$ cat src/bsu_pkg.sv
// Shared types, register codes and field helpers for the BMP scanline unpacker.
// No dependencies.
`timescale 1ns / 1ps
`default_nettype none

package bsu_pkg;

	localparam int PALETTE_DEPTH = 256;
	localparam int MAX_WIDTH     = 8192;
	localparam int QUEUE_DEPTH   = 4;
	localparam int QAW           = 2;
	localparam int PADDR_W       = 5;

	localparam logic [2:0] MODE_1BPP = 3'd0;
	localparam logic [2:0] MODE_4BPP = 3'd1;
	localparam logic [2:0] MODE_8BPP = 3'd2;
	localparam logic [2:0] MODE_16F  = 3'd3;
	localparam logic [2:0] MODE_24   = 3'd4;
	localparam logic [2:0] MODE_32F  = 3'd5;

	localparam logic [2:0] REG_PIXEL_MODE = 3'd0;
	localparam logic [2:0] REG_ROW_WIDTH  = 3'd1;
	localparam logic [2:0] REG_RED_MASK   = 3'd2;
	localparam logic [2:0] REG_GREEN_MASK = 3'd3;
	localparam logic [2:0] REG_BLUE_MASK  = 3'd4;
	localparam logic [2:0] REG_ALPHA_MASK = 3'd5;

	localparam logic CMD_PALETTE = 1'b0;
	localparam logic CMD_DATA    = 1'b1;

	localparam logic [31:0] OPAQUE = 32'hff000000;

	typedef enum logic [1:0] {
		KIND_PAL,
		KIND_F16,
		KIND_BGR,
		KIND_F32
	} pix_kind_t;

	typedef struct packed {
		logic [2:0]  pixel_mode;
		logic [13:0] row_width;
		logic [31:0] red_mask;
		logic [31:0] green_mask;
		logic [31:0] blue_mask;
		logic [31:0] alpha_mask;
	} cfg_regs_t;

	typedef struct packed {
		logic [4:0] shift;
		logic [3:0] bits;
	} field_info_t;

	typedef struct packed {
		field_info_t red;
		field_info_t green;
		field_info_t blue;
		field_info_t alpha;
	} field_set_t;

	// one queued command: palette write or data word with its pixel count
	typedef struct packed {
		logic        is_pal;
		logic [7:0]  pal_idx;
		logic [23:0] pal_color;
		logic [31:0] word;
		logic [15:0] carry;
		logic [1:0]  carry_cnt;
		logic [2:0]  mode;
		logic [5:0]  count;
		logic        row_end;
	} cmd_t;

	function automatic pix_kind_t kind_of(input logic [2:0] mode);
		pix_kind_t k;
		case (mode)
			MODE_1BPP, MODE_4BPP, MODE_8BPP: k = KIND_PAL;
			MODE_16F: k = KIND_F16;
			MODE_24:  k = KIND_BGR;
			default:  k = KIND_F32;
		endcase
		return k;
	endfunction

	// lowest set bit and width, capped to the top 8 bits of the mask
	function automatic field_info_t field_info(input logic [31:0] mask);
		logic [5:0] cnt;
		logic [5:0] sh;
		field_info_t fi;
		cnt = 6'($countones(mask));
		sh = '0;
		for (int i = 31; i >= 0; i--) begin
			if (mask[i]) sh = 6'(i);
		end
		if (cnt > 6'd8) begin
			sh = sh + cnt - 6'd8;
			cnt = 6'd8;
		end
		fi.shift = sh[4:0];
		fi.bits = cnt[3:0];
		return fi;
	endfunction

	function automatic logic [7:0] field_value(input logic [31:0] v, input logic [31:0] mask,
			input field_info_t fi);
		logic [31:0] t;
		logic [7:0] lim;
		t = (v & mask) >> fi.shift;
		lim = 8'((9'd1 << fi.bits) - 9'd1);
		return t[7:0] & lim;
	endfunction

	// 0xffff / (2^bits - 1)
	function automatic logic [16:0] field_scale(input logic [3:0] bits);
		logic [16:0] s;
		case (bits)
			4'd1: s = 17'd65535;
			4'd2: s = 17'd21845;
			4'd3: s = 17'd9362;
			4'd4: s = 17'd4369;
			4'd5: s = 17'd2114;
			4'd6: s = 17'd1040;
			4'd7: s = 17'd516;
			4'd8: s = 17'd257;
			default: s = 17'd0;
		endcase
		return s;
	endfunction

	function automatic logic [7:0] field_scaled(input logic [7:0] x, input logic [3:0] bits);
		logic [24:0] p;
		p = {17'b0, x} * {8'b0, field_scale(bits)};
		return p[15:8];
	endfunction

endpackage

`default_nettype wire

$ cat src/bsu_fifo.sv
// Short command queue between front and back end.
// Depends on bsu_pkg.
`timescale 1ns / 1ps
`default_nettype none

module bsu_fifo import bsu_pkg::*; (
	input  wire logic clk,
	input  wire logic arst_n,
	input  wire logic push,
	input  wire cmd_t push_data,
	output logic      full,
	input  wire logic pop,
	output cmd_t      head,
	output logic      empty
);

	cmd_t           slot_q [QUEUE_DEPTH];
	logic [QAW-1:0] wr_ptr_q;
	logic [QAW-1:0] rd_ptr_q;
	logic [QAW:0]   cnt_q;

	assign full = (cnt_q == (QAW + 1)'(QUEUE_DEPTH));
	assign empty = (cnt_q == '0);
	assign head = slot_q[rd_ptr_q];

	always_ff @(posedge clk) begin
		if (push) slot_q[wr_ptr_q] <= push_data;
	end

	always_ff @(posedge clk or negedge arst_n) begin
		if (!arst_n) begin
			wr_ptr_q <= '0;
			rd_ptr_q <= '0;
			cnt_q <= '0;
		end else begin
			if (push) wr_ptr_q <= wr_ptr_q + QAW'(1);
			if (pop) rd_ptr_q <= rd_ptr_q + QAW'(1);
			case ({push, pop})
				2'b10:   cnt_q <= cnt_q + (QAW + 1)'(1);
				2'b01:   cnt_q <= cnt_q - (QAW + 1)'(1);
				default: cnt_q <= cnt_q;
			endcase
		end
	end

endmodule

`default_nettype wire

$ cat config.mk
export PLATFORM = sky130hd
export DESIGN_NAME = bsu_fifo
export DESIGN_NICKNAME = d
export VERILOG_FILES = /design/src/bsu_pkg.sv /design/src/bsu_fifo.sv
export SDC_FILE = /design/constraint.sdc
export NUM_CORES = 1
export LEC_CHECK = 0
export BUFFER_PORTS_ARGS = -buffer_cell sky130_fd_sc_hd__buf_2
export CAP_MARGIN = 20
export CORE_MARGIN = 2
export CORE_UTILIZATION = 57
export CTS_BUF_LIST = sky130_fd_sc_hd__clkbuf_8 sky130_fd_sc_hd__clkbuf_16
export DETAILED_ROUTE_END_ITERATION = 8
export PLACE_DENSITY = 0.76
export SETUP_SLACK_MARGIN = 0.15
export SLEW_MARGIN = 40
export SYNTH_ARGS = -nofsm -noshare
export SYNTH_HDL_FRONTEND = slang
export SYNTH_SLANG_ARGS = --single-unit
export TNS_END_PERCENT = 10
$ cat constraint.sdc
create_clock -name clk -period 4.6 [get_ports clk]
set_input_delay 0.46 -clock clk [delete_from_list [all_inputs] [get_ports clk]]
set_output_delay 0.46 -clock clk [all_outputs]
set_load 0.005 [all_outputs]
# ---- Yosys cells after proc, flatten, opt, wreduce, memory -nomap -nowiden
# Memories as Yosys holds them, arrays and structs flattened.
# Cells that the tools add are included.
dict set report totals {
  rom_bits 0
  output_inout_bits 95
  latchBits 0
  in_bits 97
  ramBits 372
  wordCells 16
  n_memories 1
  reg_bits 7
}
dict set report op_classes {
  reduce_logical 2
  div 0
  n_addsub 4
  n_mul 0
  shift 0
  n_eq_ne 3
  magnitude_cmp 0
  muxes 3
  bitwise_logic 0
}
# name depth word_bits read_ports rd_ports_with_merged_regs wr line
set memory_table {}
lappend memory_table {slot_q 4 93 1 0 1 bsu_fifo.sv:17} ;# cmd_t slot_q [QUEUE_DEPTH];
# operator n
set ops {}
lappend ops {{$pmux W3 S2} 1}
lappend ops {{$add A2 B1 Y2 const B} 2}
lappend ops {{$add A3 B1 Y3 const B} 1}
lappend ops {{$eq A3 B3 Y1 const B} 1}
lappend ops {{$logic_not A3 Y1} 1}
lappend ops {{$sub A3 B1 Y3 const B} 1}
lappend ops {{$eq A2 B1 Y1 const B} 1}
lappend ops {{$eq A2 B2 Y1 const B} 1}
lappend ops {{$mux W1} 2}
lappend ops {{$reduce_bool A2 Y1} 1}

# ---- Logic depth before layout (Yosys ltp)
dict set report logic_depth {
  ltp_word 2
  mapped_depth 7
  mapped_depth_nobuf 7
}

# ---- Worst setup path before layout
# Ideal clock, no wire load.
dict set report synth_path {
  kind {register to register}
  start {reg wr_ptr_q[0]}
  end {mem slot_q[0][0] in the netlist's numbering (enable)}
  synth_period_minus_slack_ns 3.237
  slack_ns 1.363
  path_buffers 0
  stages_incl_launch_ff 4
  t_required_ns 4.138
  arrival_time_ns 2.775
  cell_sequence {dfrtp_1 -> inv_1 -> ha_1 -> and2_1}
}
# item line
set synth_rtl {}
lappend synth_rtl {{start: declaration} bsu_fifo.sv:18} ;# logic [QAW-1:0] wr_ptr_q;
lappend synth_rtl {{start signal: assignment} bsu_fifo.sv:36} ;# if (push) wr_ptr_q <= wr_ptr_q + QAW'(1);
lappend synth_rtl {{end: declaration} bsu_fifo.sv:17}
# Straight into the memory's write port.

==> flow_summary.ini <==
[clock_tree]
cts_resized = 0
cts_tree = yes
root_buffer = clkbuf_16
cts_setup_buffers = 0
cts_sinks = 379
clk_pin_slew_worst_paths_ns = 0.06
cts_max_level = 2
clock_insertion_delay_worst_skew_ns = 0.52
cts_buffers = 38
clockBufferDepth = 3

[run]
max-cap-violations = 0

[placed_design]
port_buffers = 191
post-dp-hpwl_um = 16200
dp.cells = 1031
gp_congestion = 0.746

[logic_synthesis]
synth_fp_nets = 626
synth_top_area_share_pct = 80.6
syn_area_um2 = 13900
yosysTopAreaCell = edfxtp_1
ys_warn_count = 0
synth_cell_type_count = 19
syn_area_per_cell_um2 = 26.5
synth-seq-cells = 379
synth.area.top_cells = edfxtp_1 81%, mux4_2 15%, dfrtp_1 1.3%
ys_seq_area_share_pct = 81.8
synth_cells = 523

[setup_path]
r2r_start = wr_ptr_q[0]$_DFFE_PN0P_
startpoint = rd_ptr_q[0]$_DFFE_PN0P_
startpoint_type = flip-flop
arrival_ns = 2.58
cp_max_fo = 36
endpoint_kind = primary output
reg2reg_to = slot_q[0][31]$_DFFE_PP_
criticalPathCategory = reg -> out
crit_end = head[63]
r2r_setup_slack_ns = 2.43
crit_required_ns = 4.14
r2r_cells = 6

[global_routing]
grt_pass1_wl_um = 40600
grt_overflow = 0
grt_pass1_vias = 6877
grt_antenna_before_repair = 8
grt_max_degree = 44
top_usage_layer = met2
grtUsageMet2_pct = 33.9
use_met3_pct = 5.61
grt_usage_pct = 21.2
met1_usage_pct = 29.7

[die]
num_rows = 57
die_y_um = 160
die_width_um = 160
die_area_um2 = 25600
start_util_pct = 57.5
pin_count = 192
core_area_um2 = 24100

[worst_hold_path]
hold_class = in -> reg
min_from = push_data[39]

[detailed_routing]
avgViaCountPerCell = 5.72
drcViolationCount = 0
routedWlPerCell_um = 23.8
first_iter_violations = 502
drtAntennaViolNets = 0
drtPass1Iterations = 5
dr_total_vias = 6333
routed_wl_um = 26300

[timing]
rsz0062_at_grt = false
period_share_pct = 66.1
fmax_mhz = 329
setup_viol = 0
slew_headroom_pct = 56.3
tns_ns = 0
slew_violations = 0
finalHoldViolCount = 0
finalCriticalPeriod_ns = 3.04
worst_pin_slew_ns = 0.655
finClkSkew_ns = 0.0198

[status]
status = finished, final reports clean

[power]
clkPwrFrac_pct = 28.0
p_comb_share_pct = 25.7
ir_drop_v = 0.000386
p_int_mw = 7.59
powerDensity_nw_per_um2 = 633
pwr-share-seq_pct = 46.2
swShare_pct = 26.9
cellLeakagePower_nw = 5.69
p_sw_mw = 2.80

[finish]
layout_commonest_cell = edfxtp_1
drive_gt1_share_pct = 46.0
fin_cells = 1107
fillers = 1526
area_delta_synth_final_pct = 18.4
mostFrequentLayoutCells = 372 x edfxtp_1, 191 x buf_2, 93 x mux4_2
nNetsFinal = 851
[cells in the mapped netlist (all sizes together)]
cell type	number
nor2	1
buf	21
inv	6
and3	1
nor3	1
and2	4
o21ai	2
xor2	4
nand2	3
xnor2	2
mux4	93
fa	1
ha	5
dfrtp	7
edfxtp	372
[how the worst min path moves through the flow]
stage                               to  cells after the start
3_5_place_dp      cnt_q[0]$_DFFE_PN0P_                      1
3_3_place_gp      cnt_q[2]$_DFFE_PN0P_                      1
2_1_floorplan     cnt_q[0]$_DFFE_PN0P_                      0
4_1_cts        slot_q[0][18]$_DFFE_PP_                      1
5_1_grt         slot_q[2][4]$_DFFE_PP_                      1
6_report       slot_q[3][39]$_DFFE_PP_                      1
[layout make-up]
type	count	area, µm²	share of cell area (%)
Clock buffer	41	1030	6.25
Timing Repair Buffer	206	1120	6.83
Multi-Input combinational cell	117	2300	14.0
Clock inverter	27	173	1.05
Inverter	6	22.5	0.137
Tap cell	324	405	2.47
Sequential cell	379	11400	69.1
Antenna cell	7	17.5	0.107
[critical path, stage by stage (launching register included)]
cell	delay (ns)
dfrtp_4	0.66
buf_12	0.29
buf_12	0.32
mux4_2	0.60
buf_2	0.15
[per-layer routing]
| layer | vias up | share of wire [%] | wire length (µm) |
|---|---|---|---|
| li1 | 2708 | - | - |
| met1 | 3347 | 41 | 10800 |
| met2 | 243 | 49 | 12900 |
| met3 | 35 | 8.2 | 2170 |
| met4 | 0 | 1.8 | 478 |
| met5 | - | 0 | 0 |
[state kept, by name (all words and copies together) (netlist names)]
signal    flops
cnt_q         3
rd_ptr_q      2
slot_q      372
wr_ptr_q      2
[power by group through the flow]
stage / Sequential, mW / Combinational (mW) / Clock (mW)
3_3_place_gp: 4.90 / 2.56 / 0
5_1_grt: 4.86 / 2.90 / 3.12
3_5_place_dp: 4.88 / 2.73 / 0
4_1_cts: 4.82 / 2.75 / 2.97
6_report: 4.80 / 2.67 / 2.91
2_1_floorplan: 4.73 / 1.83 / 0
[kinds of logic (layout without fill, tap and decap cells)]
logic type                 count (synthesis)  after routing  share of synthesized area, %
DFF                                      379            379                          81.8
muxes                                     93             93                          15.1
adders and majority gates                  6              6                         0.596
xor gates and xnor gates                   6              6                         0.379
other                                      0              7                             0
buffers and inverters                     27            280                          1.66
and+or+nand+nor                           10             10                         0.370
AOI/OAI and AO/OA                          2              2                        0.0722
[timing repair]
action / CTS / global route
hold buffers: 1 / 0
setup endpoints to repair: 0 / 0
hold endpoints to repair: 7 / 0
[stage by stage]
stage	cell area, µm²	power, mW	setup WS [ns]	util [%]	hold WS, ns
after floorplan	13900	6.57	1.36	-	0.164
after global placement	15100	7.46	1.89	62.8	0.297
after detailed placement	15200	7.60	2.05	63.0	0.309
after CTS	16400	10.5	1.48	68.0	0.138
after global routing	16400	10.9	1.39	68.1	0.146
final	16400	10.4	1.56	68.1	0.153
No activity file was read; power rests on OpenSTA's default activity.
