===== config.mk =====
export PLATFORM = sky130hd
export DESIGN_NAME = bsu_cfg
export DESIGN_NICKNAME = d
export VERILOG_FILES = /design/src/bsu_pkg.sv /design/src/bsu_cfg.sv
export SDC_FILE = /design/constraint.sdc
export NUM_CORES = 1
export LEC_CHECK = 0
export ABC_AREA = 1
export BUFFER_PORTS_ARGS = -buffer_cell sky130_fd_sc_hd__buf_2
export CAP_MARGIN = 40
export CORE_ASPECT_RATIO = 2
export CORE_MARGIN = 2
export CORE_UTILIZATION = 55
export DETAILED_ROUTE_END_ITERATION = 8
export PLACE_DENSITY = 0.8
export RECOVER_POWER = 100
export SETUP_SLACK_MARGIN = 0.05
export SLEW_MARGIN = 20
export SYNTH_ARGS = -nofsm -noshare
export SYNTH_HDL_FRONTEND = slang
export SYNTH_SLANG_ARGS = --single-unit

===== constraint.sdc =====
create_clock -name clk -period 13.6 [get_ports clk]
set_input_delay 1.36 -clock clk [delete_from_list [all_inputs] [get_ports clk]]
set_output_delay 1.36 -clock clk [all_outputs]
set_load 0.02 [all_outputs]

===== src/bsu_pkg.sv =====
// Shared types, register codes and field helpers for the BMP scanline unpacker.
// No dependencies.
`timescale 1ns / 1ps
`default_nettype none

package bsu_pkg;

	localparam int PALETTE_DEPTH = 256;
	localparam int MAX_WIDTH     = 8192;
	localparam int QUEUE_DEPTH   = 4;
	localparam int QAW           = 2;
	localparam int PADDR_W       = 5;

	localparam logic [2:0] MODE_1BPP = 3'd0;
	localparam logic [2:0] MODE_4BPP = 3'd1;
	localparam logic [2:0] MODE_8BPP = 3'd2;
	localparam logic [2:0] MODE_16F  = 3'd3;
	localparam logic [2:0] MODE_24   = 3'd4;
	localparam logic [2:0] MODE_32F  = 3'd5;

	localparam logic [2:0] REG_PIXEL_MODE = 3'd0;
	localparam logic [2:0] REG_ROW_WIDTH  = 3'd1;
	localparam logic [2:0] REG_RED_MASK   = 3'd2;
	localparam logic [2:0] REG_GREEN_MASK = 3'd3;
	localparam logic [2:0] REG_BLUE_MASK  = 3'd4;
	localparam logic [2:0] REG_ALPHA_MASK = 3'd5;

	localparam logic CMD_PALETTE = 1'b0;
	localparam logic CMD_DATA    = 1'b1;

	localparam logic [31:0] OPAQUE = 32'hff000000;

	typedef enum logic [1:0] {
		KIND_PAL,
		KIND_F16,
		KIND_BGR,
		KIND_F32
	} pix_kind_t;

	typedef struct packed {
		logic [2:0]  pixel_mode;
		logic [13:0] row_width;
		logic [31:0] red_mask;
		logic [31:0] green_mask;
		logic [31:0] blue_mask;
		logic [31:0] alpha_mask;
	} cfg_regs_t;

	typedef struct packed {
		logic [4:0] shift;
		logic [3:0] bits;
	} field_info_t;

	typedef struct packed {
		field_info_t red;
		field_info_t green;
		field_info_t blue;
		field_info_t alpha;
	} field_set_t;

	// one queued command: palette write or data word with its pixel count
	typedef struct packed {
		logic        is_pal;
		logic [7:0]  pal_idx;
		logic [23:0] pal_color;
		logic [31:0] word;
		logic [15:0] carry;
		logic [1:0]  carry_cnt;
		logic [2:0]  mode;
		logic [5:0]  count;
		logic        row_end;
	} cmd_t;

	function automatic pix_kind_t kind_of(input logic [2:0] mode);
		pix_kind_t k;
		case (mode)
			MODE_1BPP, MODE_4BPP, MODE_8BPP: k = KIND_PAL;
			MODE_16F: k = KIND_F16;
			MODE_24:  k = KIND_BGR;
			default:  k = KIND_F32;
		endcase
		return k;
	endfunction

	// lowest set bit and width, capped to the top 8 bits of the mask
	function automatic field_info_t field_info(input logic [31:0] mask);
		logic [5:0] cnt;
		logic [5:0] sh;
		field_info_t fi;
		cnt = 6'($countones(mask));
		sh = '0;
		for (int i = 31; i >= 0; i--) begin
			if (mask[i]) sh = 6'(i);
		end
		if (cnt > 6'd8) begin
			sh = sh + cnt - 6'd8;
			cnt = 6'd8;
		end
		fi.shift = sh[4:0];
		fi.bits = cnt[3:0];
		return fi;
	endfunction

	function automatic logic [7:0] field_value(input logic [31:0] v, input logic [31:0] mask,
			input field_info_t fi);
		logic [31:0] t;
		logic [7:0] lim;
		t = (v & mask) >> fi.shift;
		lim = 8'((9'd1 << fi.bits) - 9'd1);
		return t[7:0] & lim;
	endfunction

	// 0xffff / (2^bits - 1)
	function automatic logic [16:0] field_scale(input logic [3:0] bits);
		logic [16:0] s;
		case (bits)
			4'd1: s = 17'd65535;
			4'd2: s = 17'd21845;
			4'd3: s = 17'd9362;
			4'd4: s = 17'd4369;
			4'd5: s = 17'd2114;
			4'd6: s = 17'd1040;
			4'd7: s = 17'd516;
			4'd8: s = 17'd257;
			default: s = 17'd0;
		endcase
		return s;
	endfunction

	function automatic logic [7:0] field_scaled(input logic [7:0] x, input logic [3:0] bits);
		logic [24:0] p;
		p = {17'b0, x} * {8'b0, field_scale(bits)};
		return p[15:8];
	endfunction

endpackage

`default_nettype wire


===== src/bsu_cfg.sv =====
// APB register file for mode, row width and component masks; also registers
// the per-mask shift/width decode. Depends on bsu_pkg.
`timescale 1ns / 1ps
`default_nettype none

module bsu_cfg import bsu_pkg::*; (
	input  wire logic               clk,
	input  wire logic               arst_n,
	input  wire logic               psel,
	input  wire logic               penable,
	input  wire logic               pwrite,
	input  wire logic [PADDR_W-1:0] paddr,
	input  wire logic [31:0]        pwdata,
	output logic      [31:0]        prdata,
	output logic                    pready,
	output cfg_regs_t               cfg,
	output field_set_t              fields
);

	cfg_regs_t  regs_q;
	field_set_t fields_q;
	logic       wr_en;

	assign pready = 1'b1;
	assign wr_en = psel && penable && pwrite;
	assign cfg = regs_q;
	assign fields = fields_q;

	always_ff @(posedge clk or negedge arst_n) begin
		if (!arst_n) begin
			regs_q.pixel_mode <= MODE_32F;
			regs_q.row_width <= 14'd1;
			regs_q.red_mask <= 32'h00ff0000;
			regs_q.green_mask <= 32'h0000ff00;
			regs_q.blue_mask <= 32'h000000ff;
			regs_q.alpha_mask <= 32'h0;
		end else if (wr_en) begin
			case (paddr[4:2])
				REG_PIXEL_MODE: regs_q.pixel_mode <= pwdata[2:0];
				REG_ROW_WIDTH:  regs_q.row_width <= pwdata[13:0];
				REG_RED_MASK:   regs_q.red_mask <= pwdata;
				REG_GREEN_MASK: regs_q.green_mask <= pwdata;
				REG_BLUE_MASK:  regs_q.blue_mask <= pwdata;
				REG_ALPHA_MASK: regs_q.alpha_mask <= pwdata;
				default: ;
			endcase
		end
	end

	always_ff @(posedge clk or negedge arst_n) begin
		if (!arst_n) begin
			fields_q <= '0;
		end else begin
			fields_q.red <= field_info(regs_q.red_mask);
			fields_q.green <= field_info(regs_q.green_mask);
			fields_q.blue <= field_info(regs_q.blue_mask);
			fields_q.alpha <= field_info(regs_q.alpha_mask);
		end
	end

	always_comb begin
		case (paddr[4:2])
			REG_PIXEL_MODE: prdata = {29'b0, regs_q.pixel_mode};
			REG_ROW_WIDTH:  prdata = {18'b0, regs_q.row_width};
			REG_RED_MASK:   prdata = regs_q.red_mask;
			REG_GREEN_MASK: prdata = regs_q.green_mask;
			REG_BLUE_MASK:  prdata = regs_q.blue_mask;
			REG_ALPHA_MASK: prdata = regs_q.alpha_mask;
			default:        prdata = 32'b0;
		endcase
	end

endmodule

`default_nettype wire


# After elaboration in Yosys (flattened, before gate mapping)

Index checks and enable logic that the tools add are counted.

Add/sub/neg operators: 132
Magnitude comparators: 4
Equality and inequality tests: 5
Muxes and demuxes: 137
Reduce and logical (&&, ||, !) cells: 9

Operators by type and width:

| kind                | number |
|---|---|
| $mux 5              | 132 |
| $pmux 32 s6         | 1 |
| $add 1x1->2         | 64 |
| $add 2x2->3         | 32 |
| $add 3x3->4         | 16 |
| $add 4x4->5         | 8 |
| $add 5x5->6         | 4 |
| $gt 6x4->1 const B  | 4 |
| $add 5x5->5         | 4 |
| $sub 5x4->5 const B | 4 |
| $mux 4              | 4 |
| $reduce_and 2->1    | 6 |
| $eq 3x2->1 const B  | 2 |
| $eq 3x3->1 const B  | 2 |
| $eq 3x1->1 const B  | 1 |
| $logic_not 3->1     | 1 |
| $logic_and 1x1->1   | 2 |

Flip-flop bits (word level): 181
Bits of input ports: 42
Output and inout port bits: 214
Word-level logic and storage cells: 301

# Longest topological paths before layout

Gate-level depths: netlist (run 1).

Depth after elaboration: 35
Mapped depth: 40
Gate-level depth less buffers: 40

# Worst setup path after synthesis (run 1)

No wires, ideal clock.

Kind: register to register
From: reg regs_q (netlist bit cfg[87])
To: reg fields_q (netlist bit fields[26])
Library setup time: 0.118 ns
Arrival time: 5.778 ns
Data required time: 13.482 ns
Setup slack: 7.703 ns
Stages on the path, launching flop included: 25
Path buffers: 0
Period minus slack after synthesis: 5.897 ns
Cells stage by stage: dfrtp_1 -> clkinv_2 -> fa_1 -> fa_1 -> inv_1 -> fa_1 -> inv_1 -> fa_1 -> fa_1 -> fa_1 -> inv_1 -> ha_1 -> a21oi_1 -> o21ai_1 -> xnor2_1 -> ha_1 -> inv_1 -> ha_1 -> a21oi_1 -> nand2_1 -> xnor2_1 -> xor2_1 -> nand2_1 -> xnor2_1 -> inv_1

Cells in the longest elaborated chain, start to end: 27
Elaborated cells between the ends (all ways): 33
Those cells by class: add/sub (7); order compare (1); mux (25)

RTL lines:

| item                 | line          | RTL |
|---|---|---|
| start, declared      | bsu_cfg.sv:20 | `cfg_regs_t regs_q;` |
| $mux 5 (24 in a row) | bsu_pkg.sv:93 | `if (mask[i]) sh = 6'(i);` |
| $add 5x5->5          | bsu_pkg.sv:96 | `sh = sh + cnt - 6'd8;` |
| $sub 5x4->5          | bsu_pkg.sv:96 |  |
| $mux 5 (*)           | bsu_pkg.sv:95 | `if (cnt > 6'd8) begin` |
| end, declared        | bsu_cfg.sv:21 | `field_set_t fields_q;` |

Every way passes the cells marked *; elsewhere a longest branch is shown, timed or not.
A chain may end at the register's enable or synchronous reset.

==> reports/results.ini, run 1 <==
[hold_path]
holdPathStages=2
worstHoldStart=cfg[37]
hold_path_class=reg -> reg
whs_endpoint=cfg[37]

[clock_tree]
ctsHoldBuffers=0
clk_pin_slew_worst_paths_ns=0.06
clock_path_buffers=2
root_buffer=clkbuf_16
htreeDepth=4
cts_sinks=181
clock_latency_ns=0.46
cts_tree=built
numCtsBuffers=17
post_cts_resized=0
cts_setup_buffers=0

[route]
wl_mm=41.1
dr.first_iter.drc_count=925
ant_nets=0
viasPerCell=5.70
drtPass1Iterations=5
via_count=11700
drcViolationCount=0
wl_per_cell_um=20.0

[synth]
synth_top_family_by_area=adder cells
synth_top_area_cell=dfrtp_1
synthMuxAreaShare=0
synth_seq_cells=181
yosysWarnings=0
synth_compound_area_frac=0.140
seq_area_frac_synth=0.362
synthFlopType=dfrtp_1
syn-instance-count=1519
syn_avg_cell_area_um2=8.29
synth_xor_area_frac=0.0195
synth-simple-area-share=0.154
synth_top_cell_area_share=0.306
synthAdderAreaFrac=0.215
synth_cell_types=35
synth_nets=1717
synth_edf_count=0
syn_area_um2=12600
synth_area_leaders=dfrtp_1 31%, fa_1 16%, nand2_1 12%
synthArstFlopShare=1.00

[critical_path]
reg2reg_to=fields[26]
crit_type=in -> async
crit_top_cell=clkbuf_1
r2r.worst_path.cells=23
worstPathCellList=clkbuf_1 > clkbuf_1 > clkbuf_1
worstReg2RegStart=cfg[87]
cp_max_fo=60
arrival_ns=6.93
r2r_setup_slack_ns=6.92
crit_required_ns=13.59
cp_slowest_cell=clkbuf_1
slowest_delay_ns=2.25
critPathCaptureType=async pin
crit_path_start_kind=primary input

[floorplanning]
initial_utilization=0.556
io_pins=256
num_rows=78
die_area_um2=24200
die_w_um=111
coreArea_um2=22600
die_y_um=218

[timing]
max_slew_margin=-1.17
fmax_ghz=0.144
rsz0062_at_grt=no
fin_crit_ns=6.94
finClkSkew_ns=0.0108
tightest_slew_ns=3.26
post-route-period-util=0.510
hold_violations=0
drv_slew=498
fin_tns_setup_ns=0
finalSetupViolations=0

[global_route]
antenna_found_initial=0
first_global_vias=11800
grt_max_degree=65
grt_overflow=0
grt_first_pass_wirelength_mm=62.7
grt_usage=0.343

[layout]
utilization=0.638
antennaDiodeCount=0
area_delta_synth_final_pct=14.7
layout_common_cells=386 x nand2_1, 281 x inv_1, 219 x clkbuf_1, 159 x o21ai_0, 154 x dfrtp_1
layout.cells.non_filler=2056
final_common_cell=nand2_1
nNetsFinal=1961
drive_gt1_frac=0.0698

[placed_design]
place_inst=2024
port-buffer-count=252
gp_congestion=1.02
hpwl_mm=32.9

[job]
max-cap-violations=10

[status]
status=complete, but fails checks
failed_checks=max-capacitance violations, max-slew violations

[layer usage]
metal / part of all wire / GRT usage / vias up / wire (µm)
li1: - / - / 5272 / -
met1: 0.33 / 0.365 / 5679 / 13700
met2: 0.52 / 0.611 / 593 / 21500
met3: 0.061 / 0.0550 / 174 / 2490
met4: 0.083 / 0.251 / 0 / 3400
met5: 0 / 0 / - / 0
[registers in the layout, indices dropped and copies added (netlist names)]
| name | flops |
|---|---|
| cfg | 145 |
| fields | 36 |
[synthesized netlist by cell type (15+ instances only)]
master / n
xnor2_1: 16
nor2_1: 75
o22ai_1: 15
nand3_1: 22
inv_1: 279
o21ai_1: 66
o221ai_1: 17
o21ai_0: 110
nand2_1: 386
dfrtp_1: 154
clkbuf_1: 38
a21oi_1: 24
a22oi_1: 18
dfstp_2: 27
inv_2: 32
fa_1: 100
ha_1: 56
[metrics by stage]
| stage | worst slack [ns] | cell area (µm²) | hold slack (ns) |
|---|---|---|---|
| final | 6.66 | 14500 | 0.510 |
| after global routing | 5.60 | 14500 | 0.529 |
| after CTS | 7.08 | 14800 | 0.501 |
| after detailed placement | 7.12 | 14200 | 0.492 |
| after global placement | 7.18 | 14100 | 0.482 |
| after floorplan | 7.70 | 12600 | 0.514 |
[worst max path at each step]
stage                       to     from  slack, ns
finish              fields[16]   arst_n       6.66
global placement    fields[26]  cfg[87]       7.18
floorplan           fields[26]  cfg[87]       7.70
global route        fields[10]   arst_n       5.60
detailed placement  fields[26]  cfg[87]       7.12
CTS                 fields[26]  cfg[87]       7.08
[cells by family after synthesis]
group	count (synthesis)
AOI/OAI and AO/OA	296
buffers and inverters	355
DFF	181
xor gates and xnor gates	28
adders and majority gates	156
and+or+nand+nor	502
other	1
[final cells by class]
| type | count | area, µm² |
|---|---|---|
| Clock buffer | 23 | 478 |
| Tap cell | 280 | 350 |
| Sequential cell | 181 | 4560 |
| Fill cell | 2094 | 8190 |
| Inverter | 315 | 1220 |
| Multi-Input combinational cell | 983 | 6650 |
| Timing Repair Buffer | 265 | 1060 |
| Clock inverter | 9 | 125 |
[worst max-delay path, delay by kind of cell]
| family | cells | cell delay [ns] |
|---|---|---|
| buffers and inverters | 3 | 5.46 |
Power of run 1 is left out: the tool's default activity adds up to more than one toggle a clock period on the data nets, which glitch-free logic cannot reach.
==> run 2, diff against run 1 <==
clock period = 6.5 ns   (was 13.6 ns; I/O delays follow)
==> run 2 against run 1 <==
The run still ends with max-capacitance violations, max-slew violations left. Final cell count rose by 0.83%. Die area did not move. Clock-buffer cell count fell by 4. Sequential cell count did not move. Largest cell class unchanged.
==> reports/results.ini, run 2 (same netlist as run 1, synthesis figures left out) <==
[status]
status=complete, but fails checks
failed_checks=max-capacitance violations, max-slew violations

[layout]
final_common_cell=nand2_1
largest_reg_flops=145
utilization=0.646
nNetsFinal=1978
antennaDiodeCount=0
drive_gt1_frac=0.0915
area_delta_synth_final_pct=16.2
fillers=2059
layout_common_cells=385 x nand2_1, 279 x inv_1, 217 x clkbuf_1, 157 x o21ai_0, 154 x dfrtp_1

[global_route]
antenna_found_initial=0
grt_max_degree=71
grt_overflow=0
grt_first_pass_wirelength_mm=63.6
grt_usage=0.348
first_global_vias=11800

[clock_tree]
numCtsBuffers=17
clk_pin_slew_worst_paths_ns=0.08
htreeDepth=4
root_buffer=clkbuf_16
clock_path_buffers=2
cts_sinks=181
ctsHoldBuffers=0
clock_latency_ns=0.47
cts_tree=built

[timing]
drv_slew=488
fmax_ghz=0.158
hold_violations=0
finClkSkew_ns=0.0150
finalSetupViolations=0
holdWs_ns=0.409
fin_crit_ns=6.33
tightest_slew_ns=3.06
post-route-period-util=0.974
rsz0062_at_grt=yes
max_slew_margin=-1.04

[route]
wl_per_cell_um=20.2
ant_nets=0
drcViolationCount=0
dr.first_iter.drc_count=1135
wl_mm=41.9
via_count=11700
drtPass1Iterations=6
viasPerCell=5.66

[critical_path]
crit_required_ns=6.86
critPathCaptureType=flip-flop
cp_max_fo=3
r2r_setup_slack_ns=0.17
crit_path_start_kind=flip-flop
crit_type=reg -> reg
arrival_ns=6.69

[floorplanning]
coreArea_um2=22600
num_rows=78
die_y_um=218
die_area_um2=24200
initial_utilization=0.556
die_w_um=111
io_pins=256

[hold_path]
hold_path_class=in -> reg

[placed_design]
hpwl_mm=33.5
port-buffer-count=252
gp_congestion=1.02

[job]
max-cap-violations=10

==> run 2: metrics by stage <==
stage	worst slack [ns]	cells	cell area, µm²	setup TNS (ns)
global placement	0.214	2032	14200	0
CTS	0.129	2067	14900	0
detailed placement	0.154	2035	14300	0
global route	-0.000632	2073	14600	-0.000632
floorplan	0.603	1519	12600	0
finish	0.168	2073	14600	0
==> run 2: path summary, 6_finish.rpt <==
check,startpoint,to,depth (start not counted)
worst max-delay path,cfg[73],fields[26],22
worst min-delay path,pwdata[8],cfg[8],3
worst max register to register,cfg[73],fields[26],22
worst min register to register,cfg[38],cfg[38],2
max in group asynchronous,arst_n,cfg[127],3
min in group asynchronous,arst_n,cfg[85],1
==> run 2: timing repair <==
action	CTS	global route
setup endpoints to repair	0	4
setup buffers	0	4
gates resized for setup	0	19
==> run 2: layout make-up <==
cell class,count,area [µm²],share of cell area
multi-input combinational,983,6740,0.461
clock inverter,13,123,0.00838
timing repair buffer,282,1180,0.0806
tap,280,350,0.0239
clock buffer,19,453,0.0309
inverter,315,1220,0.0837
sequential,181,4560,0.312
==> run 2: routing by layer <==
layer | track usage | up-vias | wire, µm
li1 | - | 5298 | -
met1 | 0.373 | 5662 | 14000
met2 | 0.629 | 594 | 22000
met3 | 0.0489 | 186 | 2420
met4 | 0.241 | 0 | 3410
met5 | 0 | - | 0
==> run 2: critical path, stage by stage (launching register included) <==
cell and delay (ns):
dfstp_2 0.57, inv_2 0.06, fa_1 0.53, fa_1 0.54, fa_1 0.58, fa_1 0.47
fa_2 0.62, fa_1 0.43, inv_1 0.07, ha_1 0.15, inv_2 0.06, fa_2 0.35
xnor2_1 0.15, buf_4 0.15, ha_1 0.18, ha_1 0.36, a21oi_2 0.16, nand2_2 0.07
xnor2_2 0.19, xor2_1 0.15, nand2_1 0.14, xnor2_1 0.19, inv_1 0.05
Power of run 2 is left out for the same reason.
