[config.mk]
export PLATFORM = sky130hd
export DESIGN_NAME = bsu_front_flat
export DESIGN_NICKNAME = d
export VERILOG_FILES = /design/src/bsu_pkg.sv /design/src/bsu_if.sv /design/src/bsu_front.sv /design/src/flat_wrapper.sv
export SDC_FILE = /design/constraint.sdc
export NUM_CORES = 1
export LEC_CHECK = 0
export BUFFER_PORTS_ARGS = -buffer_cell sky130_fd_sc_hd__clkbuf_2
export CAP_MARGIN = 30
export CORE_MARGIN = 4
export CORE_UTILIZATION = 49
export DETAILED_ROUTE_END_ITERATION = 10
export PLACE_DENSITY = 0.83
export RECOVER_POWER = 50
export REMOVE_ABC_BUFFERS = 1
export SLEW_MARGIN = 40
export SYNTH_ARGS = -nofsm -noshare
export SYNTH_HDL_FRONTEND = slang
export SYNTH_SLANG_ARGS = --single-unit
[constraint.sdc]
create_clock -name clk -period 8.4 [get_ports clk]
set_input_delay 0 -clock clk [delete_from_list [all_inputs] [get_ports clk]]
set_output_delay 0 -clock clk [all_outputs]
set_load 0.1 [all_outputs]
[src/bsu_pkg.sv]
// Shared types, register codes and field helpers for the BMP scanline unpacker.
// No dependencies.
`timescale 1ns / 1ps
`default_nettype none

package bsu_pkg;

	localparam int PALETTE_DEPTH = 256;
	localparam int MAX_WIDTH     = 8192;
	localparam int QUEUE_DEPTH   = 4;
	localparam int QAW           = 2;
	localparam int PADDR_W       = 5;

	localparam logic [2:0] MODE_1BPP = 3'd0;
	localparam logic [2:0] MODE_4BPP = 3'd1;
	localparam logic [2:0] MODE_8BPP = 3'd2;
	localparam logic [2:0] MODE_16F  = 3'd3;
	localparam logic [2:0] MODE_24   = 3'd4;
	localparam logic [2:0] MODE_32F  = 3'd5;

	localparam logic [2:0] REG_PIXEL_MODE = 3'd0;
	localparam logic [2:0] REG_ROW_WIDTH  = 3'd1;
	localparam logic [2:0] REG_RED_MASK   = 3'd2;
	localparam logic [2:0] REG_GREEN_MASK = 3'd3;
	localparam logic [2:0] REG_BLUE_MASK  = 3'd4;
	localparam logic [2:0] REG_ALPHA_MASK = 3'd5;

	localparam logic CMD_PALETTE = 1'b0;
	localparam logic CMD_DATA    = 1'b1;

	localparam logic [31:0] OPAQUE = 32'hff000000;

	typedef enum logic [1:0] {
		KIND_PAL,
		KIND_F16,
		KIND_BGR,
		KIND_F32
	} pix_kind_t;

	typedef struct packed {
		logic [2:0]  pixel_mode;
		logic [13:0] row_width;
		logic [31:0] red_mask;
		logic [31:0] green_mask;
		logic [31:0] blue_mask;
		logic [31:0] alpha_mask;
	} cfg_regs_t;

	typedef struct packed {
		logic [4:0] shift;
		logic [3:0] bits;
	} field_info_t;

	typedef struct packed {
		field_info_t red;
		field_info_t green;
		field_info_t blue;
		field_info_t alpha;
	} field_set_t;

	// one queued command: palette write or data word with its pixel count
	typedef struct packed {
		logic        is_pal;
		logic [7:0]  pal_idx;
		logic [23:0] pal_color;
		logic [31:0] word;
		logic [15:0] carry;
		logic [1:0]  carry_cnt;
		logic [2:0]  mode;
		logic [5:0]  count;
		logic        row_end;
	} cmd_t;

	function automatic pix_kind_t kind_of(input logic [2:0] mode);
		pix_kind_t k;
		case (mode)
			MODE_1BPP, MODE_4BPP, MODE_8BPP: k = KIND_PAL;
			MODE_16F: k = KIND_F16;
			MODE_24:  k = KIND_BGR;
			default:  k = KIND_F32;
		endcase
		return k;
	endfunction

	// lowest set bit and width, capped to the top 8 bits of the mask
	function automatic field_info_t field_info(input logic [31:0] mask);
		logic [5:0] cnt;
		logic [5:0] sh;
		field_info_t fi;
		cnt = 6'($countones(mask));
		sh = '0;
		for (int i = 31; i >= 0; i--) begin
			if (mask[i]) sh = 6'(i);
		end
		if (cnt > 6'd8) begin
			sh = sh + cnt - 6'd8;
			cnt = 6'd8;
		end
		fi.shift = sh[4:0];
		fi.bits = cnt[3:0];
		return fi;
	endfunction

	function automatic logic [7:0] field_value(input logic [31:0] v, input logic [31:0] mask,
			input field_info_t fi);
		logic [31:0] t;
		logic [7:0] lim;
		t = (v & mask) >> fi.shift;
		lim = 8'((9'd1 << fi.bits) - 9'd1);
		return t[7:0] & lim;
	endfunction

	// 0xffff / (2^bits - 1)
	function automatic logic [16:0] field_scale(input logic [3:0] bits);
		logic [16:0] s;
		case (bits)
			4'd1: s = 17'd65535;
			4'd2: s = 17'd21845;
			4'd3: s = 17'd9362;
			4'd4: s = 17'd4369;
			4'd5: s = 17'd2114;
			4'd6: s = 17'd1040;
			4'd7: s = 17'd516;
			4'd8: s = 17'd257;
			default: s = 17'd0;
		endcase
		return s;
	endfunction

	function automatic logic [7:0] field_scaled(input logic [7:0] x, input logic [3:0] bits);
		logic [24:0] p;
		p = {17'b0, x} * {8'b0, field_scale(bits)};
		return p[15:8];
	endfunction

endpackage

`default_nettype wire

[src/bsu_if.sv]
// Stream channel interfaces: row words / palette writes in, ARGB pixels out.
// No dependencies.
`timescale 1ns / 1ps
`default_nettype none

interface bsu_in_if;
	logic        valid;
	logic        ready;
	logic        command;
	logic [7:0]  palette_index;
	logic [23:0] palette_color;
	logic [31:0] data_word;

	modport source(output valid, command, palette_index, palette_color, data_word,
		input ready);
	modport sink(input valid, command, palette_index, palette_color, data_word,
		output ready);
endinterface


`default_nettype wire

[src/bsu_front.sv]
// Front end: accepts beats, tracks row position, pitch and 24 bpp carry, and
// queues palette writes and data words with their pixel counts. Depends on bsu_pkg.
`timescale 1ns / 1ps
`default_nettype none

module bsu_front import bsu_pkg::*; #(
	parameter int MAX_WIDTH = bsu_pkg::MAX_WIDTH
) (
	input  wire logic      clk,
	input  wire logic      arst_n,
	bsu_in_if.sink         word_ch,
	input  wire cfg_regs_t cfg,
	output logic           push,
	output cmd_t           push_data,
	input  wire logic      full
);

	localparam int WW = $clog2(MAX_WIDTH + 1);
	localparam int PW = WW + 6;

	logic [WW-1:0] pix_done_q;
	logic [WW-1:0] words_done_q;
	logic [15:0]   carry_q;
	logic [1:0]    carry_cnt_q;

	logic          acc;
	logic [16:0]   rw_ext;
	logic [WW-1:0] width;
	logic [PW-1:0] wext;
	logic [PW-1:0] bits_total;
	logic [PW-1:0] pitch;
	logic [5:0]    slots;
	logic [PW-1:0] rem;
	logic [PW-1:0] n_p;
	logic [PW-1:0] done_p;
	logic          row_end;
	logic          wrap;
	logic [15:0]   carry_nx;
	logic [1:0]    carry_cnt_nx;

	assign word_ch.ready = !full;
	assign acc = word_ch.valid && word_ch.ready;

	always_comb begin
		rw_ext = 17'(cfg.row_width);
		if (rw_ext == 17'd0) rw_ext = 17'd1;
		if (rw_ext > 17'(MAX_WIDTH)) rw_ext = 17'(MAX_WIDTH);
		width = rw_ext[WW-1:0];
		wext = PW'(width);

		case (cfg.pixel_mode)
			MODE_1BPP: bits_total = wext;
			MODE_4BPP: bits_total = wext << 2;
			MODE_8BPP: bits_total = wext << 3;
			MODE_16F:  bits_total = wext << 4;
			MODE_24:   bits_total = (wext << 4) + (wext << 3);
			default:   bits_total = wext << 5;
		endcase
		pitch = (bits_total + PW'(31)) >> 5;

		case (cfg.pixel_mode)
			MODE_1BPP: slots = 6'd32;
			MODE_4BPP: slots = 6'd8;
			MODE_8BPP: slots = 6'd4;
			MODE_16F:  slots = 6'd2;
			MODE_24:   slots = (carry_cnt_q == 2'd2) ? 6'd2 : 6'd1;
			default:   slots = 6'd1;
		endcase

		rem = (pix_done_q < width) ? (wext - PW'(pix_done_q)) : '0;
		n_p = (PW'(slots) < rem) ? PW'(slots) : rem;
		done_p = PW'(pix_done_q) + n_p;
		row_end = (n_p != '0) && (done_p == wext);
		wrap = (PW'(words_done_q) + PW'(1)) >= pitch;

		carry_nx = carry_q;
		carry_cnt_nx = carry_cnt_q;
		if (cfg.pixel_mode == MODE_24) begin
			case (carry_cnt_q)
				2'd0: begin
					carry_nx = {8'b0, word_ch.data_word[31:24]};
					carry_cnt_nx = 2'd1;
				end
				2'd1: begin
					carry_nx = word_ch.data_word[31:16];
					carry_cnt_nx = 2'd2;
				end
				default: begin
					carry_nx = 16'b0;
					carry_cnt_nx = 2'd0;
				end
			endcase
		end
		if (done_p >= wext) begin
			carry_nx = 16'b0;
			carry_cnt_nx = 2'd0;
		end
	end

	always_ff @(posedge clk or negedge arst_n) begin
		if (!arst_n) begin
			pix_done_q <= '0;
			words_done_q <= '0;
			carry_q <= '0;
			carry_cnt_q <= '0;
		end else if (acc && word_ch.command == CMD_DATA) begin
			if (wrap) begin
				pix_done_q <= '0;
				words_done_q <= '0;
				carry_q <= '0;
				carry_cnt_q <= '0;
			end else begin
				pix_done_q <= done_p[WW-1:0];
				words_done_q <= words_done_q + WW'(1);
				carry_q <= carry_nx;
				carry_cnt_q <= carry_cnt_nx;
			end
		end
	end

	// padding words give no result and are not queued
	assign push = acc && (word_ch.command == CMD_PALETTE || n_p != '0);

	always_comb begin
		push_data = '0;
		push_data.is_pal = (word_ch.command == CMD_PALETTE);
		push_data.pal_idx = word_ch.palette_index;
		push_data.pal_color = word_ch.palette_color;
		push_data.word = word_ch.data_word;
		push_data.carry = carry_q;
		push_data.carry_cnt = carry_cnt_q;
		push_data.mode = cfg.pixel_mode;
		push_data.count = n_p[5:0];
		push_data.row_end = row_end;
	end

endmodule

`default_nettype wire

[src/flat_wrapper.sv]
// flat-port wrapper written by rule: the top's interface ports become plain ports
module bsu_front_flat import bsu_pkg::*;
#(
	parameter int MAX_WIDTH = bsu_pkg::MAX_WIDTH
)
  (clk, arst_n, cfg, push, push_data, full, word_ch_valid, word_ch_command, word_ch_palette_index, word_ch_palette_color, word_ch_data_word, word_ch_ready);
  bsu_in_if word_ch_i ();
  input  wire logic clk;
  input  wire logic arst_n;
  input  wire cfg_regs_t cfg;
  output logic push;
  output cmd_t push_data;
  input  wire logic full;
  input wire logic [$bits(word_ch_i.valid)-1:0] word_ch_valid;
  input wire logic [$bits(word_ch_i.command)-1:0] word_ch_command;
  input wire logic [$bits(word_ch_i.palette_index)-1:0] word_ch_palette_index;
  input wire logic [$bits(word_ch_i.palette_color)-1:0] word_ch_palette_color;
  input wire logic [$bits(word_ch_i.data_word)-1:0] word_ch_data_word;
  output wire logic [$bits(word_ch_i.ready)-1:0] word_ch_ready;
  assign word_ch_i.valid = word_ch_valid;
  assign word_ch_i.command = word_ch_command;
  assign word_ch_i.palette_index = word_ch_palette_index;
  assign word_ch_i.palette_color = word_ch_palette_color;
  assign word_ch_i.data_word = word_ch_data_word;
  assign word_ch_ready = word_ch_i.ready;
  bsu_front #(.MAX_WIDTH(MAX_WIDTH)) u_core (.clk(clk), .arst_n(arst_n), .word_ch(word_ch_i), .cfg(cfg), .push(push), .push_data(push_data), .full(full));
endmodule
# Word level (Yosys, flattened, before mapping)
# Index checks and enable logic that the tools add are counted.
# totals
register_bits,46
out_inout_bits,95
elab_cells,52
# op_classes
addsub,6
order_cmp,5
eq_ne,7
muxes,17
bitwise,1
reduce_logical,12
# op_table
cell,count
$pmux W20 S5,1
$mux W14,4
$mux W16,3
$mux W20,2
$pmux W16 S2,1
$pmux W6 S5,1
$add A14 B20 Y20,1
$add A20 B5 Y20 const B,1
$eq A20 B14 Y1,1
$ge A20 B14 Y1,1
$ge A20 B15 Y1,1
$lt A6 B20 Y1,1
$reduce_bool A20 Y1,1
$add A18 B17 Y19,1
$add A14 B1 Y15 const B,1
$sub A14 B14 Y15,1
$add A14 B1 Y14 const B,1
$gt A14 B14 Y1 const B,1
$logic_not A14 Y1,1
$lt A14 B14 Y1,1
$mux W2,4
$eq A3 B2 Y1 const B,2
$logic_and A1 B1 Y1,4
$pmux W2 S2,1
other kinds (11),11

# Depth between registers and ports, before layout
# logic_depth
depth_word,12
depth_mapped,40
depth_no_buf,39

# Worst setup path after synthesis
# OpenSTA, ideal clock, no wires.
# synth_path
path_type,in2reg
startpoint,input port cfg[130] in the netlist's numbering
endpoint,register u_core.carry_q[10]
setup_time_ns,0.069
t_arrival_ns,8.978
slack_ns,-0.647
stages,37
path_buffers,1
path_cell_list,nor4_1 -> nand4_1 -> a21o_1 -> ha_1 -> nor2b_1 -> o31a_1 -> o211ai_1 -> a21oi_1 -> o21bai_1 -> or2_2 -> ha_1 -> o21a_1 -> o21a_1 -> o21ai_0 -> a221oi_1 -> a21o_1 -> o21ai_2 -> o21ai_0 -> ha_1 -> nor2b_1 -> o21ai_0 -> a21oi_1 -> o21ai_1 -> nand2b_1 -> a21o_1 -> a21oi_1 -> xnor2_1 -> ha_1 -> o21ai_0 -> o21bai_1 -> a21o_1 -> a211oi_1 -> o21ai_0 -> or4b_1 -> clkbuf_1 -> nor2_2 -> a22o_1
# synth_rtl
item,line,rtl
start: declaration,flat_wrapper.sv:10,input wire cfg_regs_t cfg;
end signal: assignment,bsu_front.sv:115,carry_q <= carry_nx;
end: declaration,bsu_front.sv:23,logic [15:0] carry_q;

==> flow_metrics.py <==
metrics = {
    "run_status": {
        "outcome": "finished, violations left",
        "failed_checks": "capacitance limit, slew limit",
    },
    "grt": {
        "top_usage_layer": "met2",
        "number_of_global_route_vias_before_repair": 5934,
        "grt_pass1_wl_mm": 33.77,
        "grt_use_met3_pct": 9.477,
        "gr-usage-met1_pct": 30.22,
        "gr_met2_demand_resource_pct": 45.74,
        "grt_antenna_before_repair": 0,
        "groute.usage.overall_pct": 27.27,
        "globalRoute.totalOverflow": 0,
        "grt_start_max_net_pins": 47,
    },
    "logic_synthesis": {
        "netlist_area_sq_um": 6633,
        "syn_avg_cell_area_sq_um": 7.757,
        "yosys.area.top_type_share_pct": 17.36,
        "synthDominantAreaCellType": "dfrtp_1",
        "postSynth.asyncResetShare_pct": 100.0,
        "netlist_instances": 855,
        "sequential_fraction_of_the_synthesis_area_pct": 17.36,
        "netlist_top_cells_area": "dfrtp_1 17%, ha_1 14%, buf_4 7.7%",
        "synth_warnings": 0,
        "synth-edff-count": 0,
        "synth_top_flop_cell": "dfrtp_1",
        "synth_seq_cells": 46,
        "ys_types": 76,
    },
    "sta": {
        "final.setup.tns_ns": 0,
        "max_slew.worst_pin.slew_ns": 2.643,
        "hold_violation_count_in_the_final_report": 0,
        "finalCritPeriodShare_pct": 92.74,
        "max_slew_violation_count": 47,
        "achievable-frequency_mhz": 128.4,
        "slew-limit-headroom_pct": -76.17,
        "finClkSkew_ns": 0.004816,
        "grt_setup_unrepaired": "no",
        "timing.final.setup_violations": 0,
        "final_period_minus_worst_setup_slack_ns": 7.791,
    },
    "power": {
        "maximum_vdd_drop_mv": 0.3209,
        "fin_total_pwr_mw": 2.000,
        "static-leakage-power_nw": 3.342,
        "power_density_nw_per_um2": 284.0,
    },
    "route": {
        "routedWlPerCell_microns": 20.63,
        "detail_route.wirelength_mm": 21.87,
        "drt_drc_violations_left": 0,
        "detailroute.via_count": 6469,
        "drt.antenna.violating_nets": 0,
        "first_iter_violations": 510,
        "firstDrtPassIters": 5,
        "average_vias_per_placed_instance": 6.103,
    },
    "floorplan": {
        "std_cell_core_area_sq_um": 13240,
        "die_w_microns": 124.3,
        "die_y_microns": 124.3,
        "initial_utilization_pct": 50.09,
        "ios": 309,
        "fp.dieArea_sq_um": 15460,
        "row_count": 42,
    },
    "layout": {
        "flow.area_growth_from_synthesis_pct": 6.150,
        "num_antenna_cells": 0,
        "seqCellArea_sq_um": 1151,
        "final_layout_size_suffix_gt1_share_pct": 14.25,
        "fin_util_pct": 53.17,
        "fin_nets": 1175,
        "finalNonFillerCells": 1060,
        "num-fill-cells": 1304,
        "combined_area_of_the_multi_input_logic_cells_sq_um": 4721,
    },
    "place": {
        "routability_congestion": 1.003,
        "total_placed_cells_including_tap_cells": 1045,
        "io_buffer_count": 84,
        "dp_hpwl_mm": 18.30,
    },
    "clock_tree": {
        "clk_path_buf_depth": 2,
        "tritoncts.num_buffers": 5,
        "clock_tree_from_tritoncts": "built",
        "numClockSinks": 46,
        "clock_tree.root_cell": "clkbuf_16",
        "cts_max_level": 2,
        "clock_insertion_delay_worst_skew_ns": 0.29,
    },
    "job": {
        "max_cap_violations": 1,
    },
    "critical_path": {
        "critPathLaunchType": "input port",
        "cp_slowest_stage_delay_ns": 0.59,
        "critPathMostFrequentCell": "ha_1",
        "critical_path_required_ns": 8.40,
        "critical-path-slowest-cell": "or4_1",
        "critPathKind": "in2out",
        "worst-path-max-fanout": 7,
        "reg2reg_depth": 35,
        "crit_arrival_ns": 7.79,
        "critPathCaptureType": "output pin",
    },
    "hold_path": {
        "hold_path.class": "in2out",
        "holdPathStages": 0,
    },
}
## registers in the layout, indices dropped and copies added, names as in the netlist
name / cells
u_core.words_done_q: 14
u_core.carry_q: 16
u_core.pix_done_q: 14
u_core.carry_cnt_q: 2
## stage by stage
| stage | hold WS, ns | area [sq um] | setup WS (ns) |
|---|---|---|---|
| after floorplan | -0.2956 | 6022 | -1.170 |
| after global placement | 0.001428 | 6808 | 0.5050 |
| after detailed placement | 0.001428 | 6808 | 0.3384 |
| after CTS | 0.001428 | 7027 | 0.5694 |
| after global routing | 0.0002491 | 7041 | 0.02193 |
| final | 0.0002484 | 7041 | 0.6095 |
## worst max-delay path, delay by kind of cell
family	cells	cell delay [ns]
AOI/OAI and AO/OA	17	3.52
xor gates and xnor gates	1	0.13
and+or+nand+nor	10	2.35
adders and majority gates	4	1.16
buffers and inverters	2	0.63
## placed cells by master (no fill, tap or decap), drive strengths merged, types with 10 or more instances in the layout
cell type,count
nand2,91
clkbuf,90
o21ai,77
ha,75
nor2,57
inv,49
dfrtp,46
a21oi,34
xnor2,32
a21o,25
nor2b,20
nor3,20
buf,19
nand2b,17
nand3,13
a211oi,13
o22ai,12
a31oi,12
o21a,12
xor2,11
nand4,11
mux2i,10
a22o,10
## report_power, final
group	switching [mW]	total (mW)	leakage, nW	internal [mW]
clock	0.0919	0.233	0.0842	0.141
sequential	0.0403	0.314	0.615	0.274
combinational	0.927	1.45	2.64	0.525
## cells in the mapped netlist (all sizes together) (17+ instances only)
cell and n:
inv 48, o21ai 77, nor2 56, a21o 25, buf 77, nand2 91, nor3 20, nor2b 20
clkbuf 19, ha 75, xnor2 32, a21oi 34, nand2b 17, dfrtp 46
## path summary, 6_finish.rpt
path / start / endpoint / slack [ns]
setup / recovery: cfg[137] / push_data[0] / 0.61
hold / removal: word_ch_data_word[11] / push_data[39] / 0.0002
setup reg to reg: u_core.pix_done_q[1]$_DFFE_PN0P_ / u_core.carry_q[10]$_DFFE_PN0P_ / 0.69
hold reg to reg: u_core.carry_q[0]$_DFFE_PN0P_ / u_core.carry_q[0]$_DFFE_PN0P_ / 0.49
max in group asynchronous: arst_n / u_core.carry_q[3]$_DFFE_PN0P_ / 5.73
min in group asynchronous: arst_n / u_core.carry_q[4]$_DFFE_PN0P_ / 1.17
## layer usage
| metal | up-vias | part of all wire (%) |
|---|---|---|
| li1 | 3081 | - |
| met1 | 2984 | 35 |
| met2 | 339 | 47 |
| met3 | 63 | 11 |
| met4 | 2 | 6.4 |
| met5 | - | 0.22 |
## logic make-up (layout without fill, tap and decap cells)
group           after synthesis  after routing  synth area share [%]
other cells                   1              8               0.05654
buf+inv                     144            165                 12.32
compound gates              253            253                 25.49
flops                        46             46                 17.36
fa+ha+maj                    78             78                 15.05
mux                          19             19                 3.546
xor+xnor                     43             43                 5.678
simple gates                271            272                 20.51
## layout make-up
type | instances | share of cell area (%)
multi-input combinational | 673 | 67.05
sequential | 46 | 16.35
timing repair buffer | 109 | 8.513
tap | 176 | 3.128
inverter | 48 | 2.559
clock buffer | 5 | 1.777
clock inverter | 3 | 0.6220
## timing repair
| action | in CTS | in global routing |
|---|---|---|
| setup buffers | 0 | 1 |
| gates resized for setup | 0 | 5 |
| hold buffers | 5 | 0 |
| hold endpoints to repair | 50 | 0 |
| setup endpoints to repair | 0 | 11 |
Note: power is estimated with default switching activity, not from simulation.
